**src/rtl/core/dsh_math.sv**
```systemverilog
module dsh_math #(
    parameter int unsigned CNT_W = 17,
    parameter int unsigned SUM_W = 29,
    parameter int unsigned SQ_W  = 41,
    parameter int unsigned FRAC  = 8
) (
    input  logic                 i_clk,
    input  logic                 i_rst_n,
    input  logic                 i_start,
    input  logic [CNT_W-1:0]     i_n,
    input  logic [SUM_W-1:0]     i_sum,
    input  logic [SQ_W-1:0]      i_sq,
    output logic                 o_done,
    output logic [(((CNT_W+SQ_W+2*FRAC+1)/2) > (SUM_W+FRAC)
                   ? ((CNT_W+SQ_W+2*FRAC+1)/2) : (SUM_W+FRAC))-1:0] o_mean,
    output logic [(((CNT_W+SQ_W+2*FRAC+1)/2) > (SUM_W+FRAC)
                   ? ((CNT_W+SQ_W+2*FRAC+1)/2) : (SUM_W+FRAC))-1:0] o_sd
);
    localparam int unsigned D_W    = CNT_W + SQ_W;
    localparam int unsigned ROOT_W = (D_W + 2*FRAC + 1) / 2;
    localparam int unsigned X_W    = 2 * ROOT_W;
    localparam int unsigned RM_W   = ROOT_W + 2;
    localparam int unsigned DV_W   = (ROOT_W > SUM_W + FRAC) ? ROOT_W : (SUM_W + FRAC);
    localparam int unsigned STEP_W = $clog2(DV_W + SUM_W + 1);

    localparam logic [2:0] M_IDLE = 3'd0;
    localparam logic [2:0] M_MUL1 = 3'd1;
    localparam logic [2:0] M_MUL2 = 3'd2;
    localparam logic [2:0] M_SQRT = 3'd3;
    localparam logic [2:0] M_DIV1 = 3'd4;
    localparam logic [2:0] M_DIV2 = 3'd5;

    logic [2:0]        r_state;
    logic [STEP_W-1:0] r_step;
    logic [D_W-1:0]    r_acc, r_mcand;
    logic [SUM_W-1:0]  r_mplier;
    logic [X_W-1:0]    r_x;
    logic [RM_W-1:0]   r_rem;
    logic [ROOT_W-1:0] r_root;
    logic [CNT_W:0]    r_drem;
    logic [DV_W-1:0]   r_dvd;
    logic [DV_W-1:0]   r_mean, r_sd;
    logic              r_done;

    logic [D_W-1:0]    w_add, w_sub;
    logic [RM_W-1:0]   w_trem, w_trial;
    logic              w_sq_ge;
    logic [CNT_W:0]    w_t, w_nx;
    logic              w_dv_ge;
    logic [DV_W-1:0]   w_q;

    assign w_add = r_mplier[0] ? r_acc + r_mcand : r_acc;
    assign w_sub = r_mplier[0] ? r_acc - r_mcand : r_acc;

    // one root bit per step from the next pair of radicand bits
    assign w_trem  = {r_rem[RM_W-3:0], r_x[X_W-1 -: 2]};
    assign w_trial = {r_root, 2'b01};
    assign w_sq_ge = (w_trem >= w_trial);

    // restoring division, quotient shifts into the dividend register
    assign w_t     = {r_drem[CNT_W-1:0], r_dvd[DV_W-1]};
    assign w_nx    = {1'b0, i_n};
    assign w_dv_ge = (w_t >= w_nx);
    assign w_q     = {r_dvd[DV_W-2:0], w_dv_ge};

    always_ff @(posedge i_clk) begin
        if (!i_rst_n) begin
            r_state <= M_IDLE;
            r_done  <= 1'b0;
        end else begin
            r_done <= 1'b0;
            case (r_state)
                M_IDLE: if (i_start) r_state <= M_MUL1;
                M_MUL1: if (r_step == STEP_W'(CNT_W-1)) r_state <= M_MUL2;
                M_MUL2: if (r_step == STEP_W'(SUM_W-1)) r_state <= M_SQRT;
                M_SQRT: if (r_step == STEP_W'(ROOT_W-1)) r_state <= M_DIV1;
                M_DIV1: if (r_step == STEP_W'(DV_W-1)) r_state <= M_DIV2;
                M_DIV2: begin
                    if (r_step == STEP_W'(DV_W-1)) begin
                        r_state <= M_IDLE;
                        r_done  <= 1'b1;
                    end
                end
                default: r_state <= M_IDLE;
            endcase
        end
    end

    always_ff @(posedge i_clk) begin
        r_step <= r_step + STEP_W'(1);
        case (r_state)
            M_IDLE: begin
                r_step   <= '0;
                r_acc    <= '0;
                r_mcand  <= D_W'(i_sq);
                r_mplier <= SUM_W'(i_n);
            end
            M_MUL1: begin
                r_acc    <= w_add;
                r_mcand  <= r_mcand << 1;
                r_mplier <= r_mplier >> 1;
                if (r_step == STEP_W'(CNT_W-1)) begin
                    r_step   <= '0;
                    r_mcand  <= D_W'(i_sum);
                    r_mplier <= i_sum;
                end
            end
            M_MUL2: begin
                r_acc    <= w_sub;
                r_mcand  <= r_mcand << 1;
                r_mplier <= r_mplier >> 1;
                if (r_step == STEP_W'(SUM_W-1)) begin
                    r_step <= '0;
                    r_x    <= X_W'(w_sub) << (2*FRAC);
                    r_rem  <= '0;
                    r_root <= '0;
                end
            end
            M_SQRT: begin
                r_x    <= r_x << 2;
                r_rem  <= w_sq_ge ? w_trem - w_trial : w_trem;
                r_root <= {r_root[ROOT_W-2:0], w_sq_ge};
                if (r_step == STEP_W'(ROOT_W-1)) begin
                    r_step <= '0;
                    r_drem <= '0;
                    r_dvd  <= DV_W'({r_root[ROOT_W-2:0], w_sq_ge});
                end
            end
            M_DIV1: begin
                r_drem <= w_dv_ge ? w_t - w_nx : w_t;
                r_dvd  <= w_q;
                if (r_step == STEP_W'(DV_W-1)) begin
                    r_step <= '0;
                    r_sd   <= w_q;
                    r_drem <= '0;
                    r_dvd  <= DV_W'(i_sum) << FRAC;
                end
            end
            M_DIV2: begin
                r_drem <= w_dv_ge ? w_t - w_nx : w_t;
                r_dvd  <= w_q;
                if (r_step == STEP_W'(DV_W-1)) begin
                    r_mean <= w_q;
                end
            end
            default: r_step <= '0;
        endcase
    end

    assign o_done = r_done;
    assign o_mean = r_mean;
    assign o_sd   = r_sd;
endmodule
```
**config.mk**
```make
export PLATFORM = sky130hd
export DESIGN_NAME = dsh_math
export DESIGN_NICKNAME = d
export VERILOG_FILES = /design/src/rtl/core/dsh_math.sv
export SDC_FILE = /design/constraint.sdc
export NUM_CORES = 1
export LEC_CHECK = 0
export BUFFER_PORTS_ARGS = -buffer_cell sky130_fd_sc_hd__buf_2
export CAP_MARGIN = 20
export CORE_MARGIN = 2
export CORE_UTILIZATION = 45
export CTS_BUF_LIST = sky130_fd_sc_hd__clkbuf_4 sky130_fd_sc_hd__clkbuf_8 sky130_fd_sc_hd__clkbuf_16
export DETAILED_ROUTE_END_ITERATION = 8
export PLACE_DENSITY = 0.6
export SYNTH_ARGS = -nofsm -noshare
export SYNTH_HDL_FRONTEND = slang
export SYNTH_SLANG_ARGS = --single-unit
```
**constraint.sdc**
```tcl
create_clock -name i_clk -period 21.3 [get_ports i_clk]
set_input_delay 4.26 -clock i_clk [delete_from_list [all_inputs] [get_ports i_clk]]
set_output_delay 4.26 -clock i_clk [all_outputs]
set_load 0.02 [all_outputs]
```
======== Yosys cells after proc, flatten, opt, wreduce, memory -nomap -nowiden ========
Cells that the tools add are included.
storage, ports and cells
  bits in registers ....................... 432
  latch bits .............................. 0
  memory bits (writable) .................. 0
  ROM bits ................................ 0
  input bits .............................. 90
  word-level logic and storage cells ...... 80
  memories ................................ 0
operators by class
  add/sub/neg operators ................... 5
  $mul .................................... 0
  div/mod/pow operators ................... 0
  order comparisons ....................... 2
  eq/ne operators ......................... 15
  shifts and indexed selects .............. 0
  muxes and demuxes ....................... 33
  bitwise gates (word level) .............. 0
  reduce and logical (&&, ||, !) cells .... 12
operators by type and width
  cell                                                                   count
  58-bit case mux with 3 select lines                                    2
  37-bit two-way mux                                                     5
  58-bit two-way mux                                                     3
  37-bit case mux with 2 select lines                                    2
  74-bit case mux with 2 select lines                                    1
  37-bit case mux with 3 select lines                                    1
  29-bit case mux with 3 select lines                                    1
  74-bit two-way mux                                                     1
  58-bit adder                                                           1
  58-bit subtractor                                                      1
  17-bit two-way mux                                                     3
  17-bit case mux with 3 select lines                                    1
  39-bit greater-or-equal comparator                                     1
  37-bit subtractor                                                      1
  29-bit two-way mux                                                     1
  7-bit case mux with 4 select lines                                     1
  7-bit two-way mux                                                      3
  18-bit by 17-bit greater-or-equal comparator with 1-bit output         1
  3-bit two-way mux                                                      6
  3-bit case mux with 6 select lines                                     1
  17-bit subtractor                                                      1
  7-bit by 5-bit equality test with 1-bit output, second input constant  2
  2-bit != test, second input constant                                   7
  2-bit AND reduction                                                    6
  11 further kinds                                                       14

======== Longest topological paths before layout ========
  depth after elaboration ................. 4
  mapped depth ............................ 15

======== Worst setup path before layout ========
No wires, ideal clock.
  kind .................................... register -> register
  start point ............................. reg r_state[2]
  end point ............................... reg r_rem[0] (enable)
  library setup time ...................... 806 ps
  arrival time ............................ 10298 ps
  required time ........................... 20494 ps
  slack ................................... 10197 ps
  cell stages (with the launch flop) ...... 7
  buffers on the path ..................... 3
  cells stage by stage .................... dfxtp_1 > clkbuf_1 > nor2_1 > nand2_1 > clkbuf_1 > clkbuf_1 > o21ai_0
between the ends
  longest elaborated chain between the ends .. 3
  elaborated cells on any way between the ends .. 5
ends and longest elaborated chain
  item                                                                         RTL line  text
  start: declaration                                                           33        logic [2:0] r_state;
  start signal: assignment                                                     68        r_state <= M_IDLE;
  start signal: assignment                                                     73        M_IDLE: if (i_start) r_state <= M_MUL1;
  start signal: assignment                                                     74        M_MUL1: if (r_step == STEP_W'(CNT_W-1)) r_state <= M_MUL2;
  3-bit by 2-bit equality test with 1-bit output                               91        case (r_state)
  2-bit != test (no source line) / 2-bit nonzero test (equally long branches)  --
  2-bit AND reduction (no source line) *                                       --
  end signal: assignment                                                       121       r_rem <= w_sq_ge ? w_trem - w_trial : w_trem;
  end: declaration                                                             38        logic [RM_W-1:0] r_rem;
Mark *: on every way between the ends. The rest lies on a longest branch, timed or not.
A chain may end at the register's enable or synchronous reset.

======== Final worst setup path ========
  start point ............................. in i_n[0]
  end point ............................... reg r_drem[13] (data pin)
between the ends
  longest elaborated chain between the ends .. 4
  elaborated cells on any way between the ends .. 5
ends and longest elaborated chain
  item                                                              RTL line  text
  start: declaration                                                10        input logic [CNT_W-1:0] i_n,
  18-bit by 17-bit greater-or-equal comparator with 1-bit output *  63        assign w_dv_ge = (w_t >= w_nx);
  net w_dv_ge                                                       49        logic w_dv_ge;
  17-bit two-way mux *                                              130, 140
  17-bit two-way mux                                                132       if (r_step == STEP_W'(DV_W-1)) begin
  17-bit case mux with 3 select lines *                             91
  end signal: assignment                                            130       r_drem <= w_dv_ge ? w_t - w_nx : w_t;
  end signal: assignment                                            140       r_drem <= w_dv_ge ? w_t - w_nx : w_t;
  end: declaration                                                  40        logic [CNT_W:0] r_drem;
The timed path passes the listed nets; every way through them passes the cells marked *.

==> run metrics <==
clk_lat worst skew 620 ps; number of synthesized register bits 416; drt drc 0; Pleak 12.4 nW; Multi-input gate area 0.0134 sq mm; Worst-path clk slew 60 ps; initial antenna violation count 8; Top-Level Pins 165; vias after detailed routing 22,100; f_max 141 MHz; Antenna Violating Nets Remaining 0; DP Wirelength 61,300 microns; Clock Power Share 0.278; Non-Filler Instances 3,685; Post-Syn Area 0.0271 sq mm; Max Cap Violations 0; Seq. cell area 0.0124 sq mm; largest net degree at the start of global routing 86; Final nets 3,128; Crit Path Class input port to flop; filler cell count 5,570; part of the cycle the worst path needs 0.333; Post-Place Worst Slack 13,670 ps; die area 0.0623 sq mm; Synth Flop Type edfxtp_1; relative slew slack 0.316; Finished Core Util 0.505; Reg2Reg Setup Slack 16,630 ps; status complete, no violations; Die Ht 250 microns; Initial Utilization 0.452; Post-CTS Setup Inserts 0; syn nets 3,035; setup TNS 0 ps; CP max FO 21; RSZ-0062 raised after global routing no; Pwr Density 101 mW/mm^2; Worst-Margin Slew 1020 ps; minimum clock period 7090 ps; vias in the first global route 21,800; Max Clock Skew 28.3 ps; CTS H-Tree Depth 2; die span in x 250 microns; Overflow after GRT 0; switching share of power 0.370; GP Congestion 0.920; final wirelength 84,600 microns; Reg2Reg Depth 12; ratio of cells with drive above 1 in the final layout 0.111; Hold-fix buffers, CTS 0; CTS root buf clkbuf_16; hold-critical path depth 1; Distinct cells, synth 85; post-CTS sizing 0; FF-to-FF End r_acc[55]$_DFFE_PP_; global-route wire length before repair 129,000 microns; routed vias/inst 6.01; nature of the critical path endpoint flop; RR Startpoint r_mcand[16]$_DFFE_PP_; num rows 90; combinational share of power 0.380; Synth Instances 2,770; required time of the critical path 21,640 ps; gr usage total 0.264; Min-Delay Path Class flop to flop; top cells by count, synth edfxtp_1 (405), nor2_1 (276), inv_1 (246); register area share after synthesis 0.456; CTS tree built; crit path DAT 7420 ps; Synthesis Warnings 0; Initial DRC Count 2,019; Hold Path End r_step[0]$_DFF_P_; top cell type's share of synthesized area 0.448; total CTS buffers 47; Area Overhead vs Synth 11.7%; Sink Count 416; biggest area consumer among synthesized cells edfxtp_1; nature of the critical path startpoint input port; hold_ws 457 ps; post-synthesis async set-or-reset flop share 0; Area contributors post-synth edfxtp_1 (45%), ha_1 (7.9%), a21oi_1 (4.4%); peak supply drop 64.9 uV; drt wl/cell 23.0 microns; Reg power frac 0.342; PortBufs 164; final hold violations 0; dpl cells 3,595; Final setup viols 0; Hold Path Origin r_step[0]$_DFF_P_; clock buffer depth 3; P_sw 1.13 mW; Cell Int Power 1.92 mW; EDFF count, synth 405; Slew Viols, Final 0; cell with the most instances after synthesis edfxtp_1; Core ar. 0.0600 sq mm; fin worst setup slack 14,210 ps; Mean Syn Cell Area 9.80 sq um; drt pass-1 iters 7
-- cell families after synthesis --
family	Yosys count	share of synthesized area
AOI/OAI and AO/OA	840	0.206
xor gates and xnor gates	138	0.0445
adders and majority gates	175	0.0815
buffers and inverters	400	0.0562
DFF	416	0.456
muxes	98	0.0364
and+or+nand+nor	703	0.119
-- final cells by class --
type | count | area share
sequential | 416 | 0.408
inverter | 251 | 0.0311
clock inverter | 24 | 0.0108
multi-input combinational | 1954 | 0.441
tap | 782 | 0.0323
clock buffer | 60 | 0.0422
antenna | 5 | 0.000413
timing repair buffer | 193 | 0.0344
-- flip-flops by register name (all words and copies together) (netlist names) --
register	count
r_mcand	58
r_state	3
r_acc	58
o_done	1
r_rem	37
r_dvd	37
r_mplier	29
r_root	37
r_drem	17
r_x	58
o_sd	37
o_mean	37
r_step	7
-- metrics by stage --
step                      total power, mW  instance area [sq um]
after floorplan                      1.89                  27100
after global placement               2.18                  28700
after detailed placement             2.19                  28700
after CTS                            3.05                  30300
after global routing                 3.21                  30300
final                                3.05                  30300
-- cell usage in the layout, fill, tap and decap left out, drive strengths merged, types with 13 or more instances in the layout --
master,synthesis,final
a22o,29,29
o21ai,155,155
mux2i,93,93
nor2,276,276
nor3,44,44
nor2b,33,33
buf,29,193
o22ai,60,60
nand4,23,23
a31oi,25,25
clkbuf,120,60
nand2,164,164
nand2b,23,23
a211oi,22,22
clkinv,3,20
a222oi,44,44
or3,15,15
nor4,13,13
ha,172,172
xnor2,106,106
o21bai,42,42
a21o,49,49
xor2,32,32
o31ai,17,17
o211ai,28,28
and2,28,28
nand3,38,38
edfxtp,405,405
o21a,25,25
a21oi,236,236
inv,248,248
-- metal layers --
metal / share of wire / vias to the layer above / GRT usage / wire length [microns]
li1: - / 10400 / - / -
met1: 0.45 / 10800 / 0.366 / 38100
met2: 0.46 / 754 / 0.430 / 39000
met3: 0.060 / 135 / 0.0371 / 5070
met4: 0.028 / 8 / 0.0807 / 2400
met5: 0.00065 / - / 0 / 55
-- power groups by stage --
stage          sequential, mW  clock (mW)  combinational, mW
6_report                 1.04       0.851               1.16
4_1_cts                  1.04       0.870               1.14
3_5_place_dp             1.06           0               1.13
3_3_place_gp             1.06           0               1.13
5_1_grt                  1.05       0.895               1.27
2_1_floorplan            1.03           0              0.854
-- worst max-delay path by stage --
| stage | start | end | slack [ps] | depth (start not counted) |
|---|---|---|---|---|
| final | i_n[0] | r_drem[13]$_DFFE_PP_ | 14210 | 15 |
| after global routing | i_n[0] | r_drem[16]$_DFFE_PP_ | 14080 | 15 |
| after CTS | i_n[0] | r_drem[13]$_DFFE_PP_ | 14300 | 15 |
| after detailed placement | i_n[0] | r_drem[7]$_DFFE_PP_ | 13670 | 15 |
| after global placement | i_n[0] | r_drem[7]$_DFFE_PP_ | 13730 | 15 |
| after floorplan | r_state[2]$_SDFFE_PN0P_ | r_rem[0]$_SDFFCE_PN0P_ | 10200 | 6 |
-- critical path: stages --
cell and delay, ps:
buf_2 140, ha_1 180, inv_1 50, fa_1 400, a21o_1 170, a21oi_1 180, nor2b_1 90, o21a_1 190
o41ai_1 670, o32ai_1 210, o32ai_2 160, buf_4 290, inv_2 180, mux2i_1 180, nor2_1 50
No activity file was read; power rests on OpenSTA's default activity.
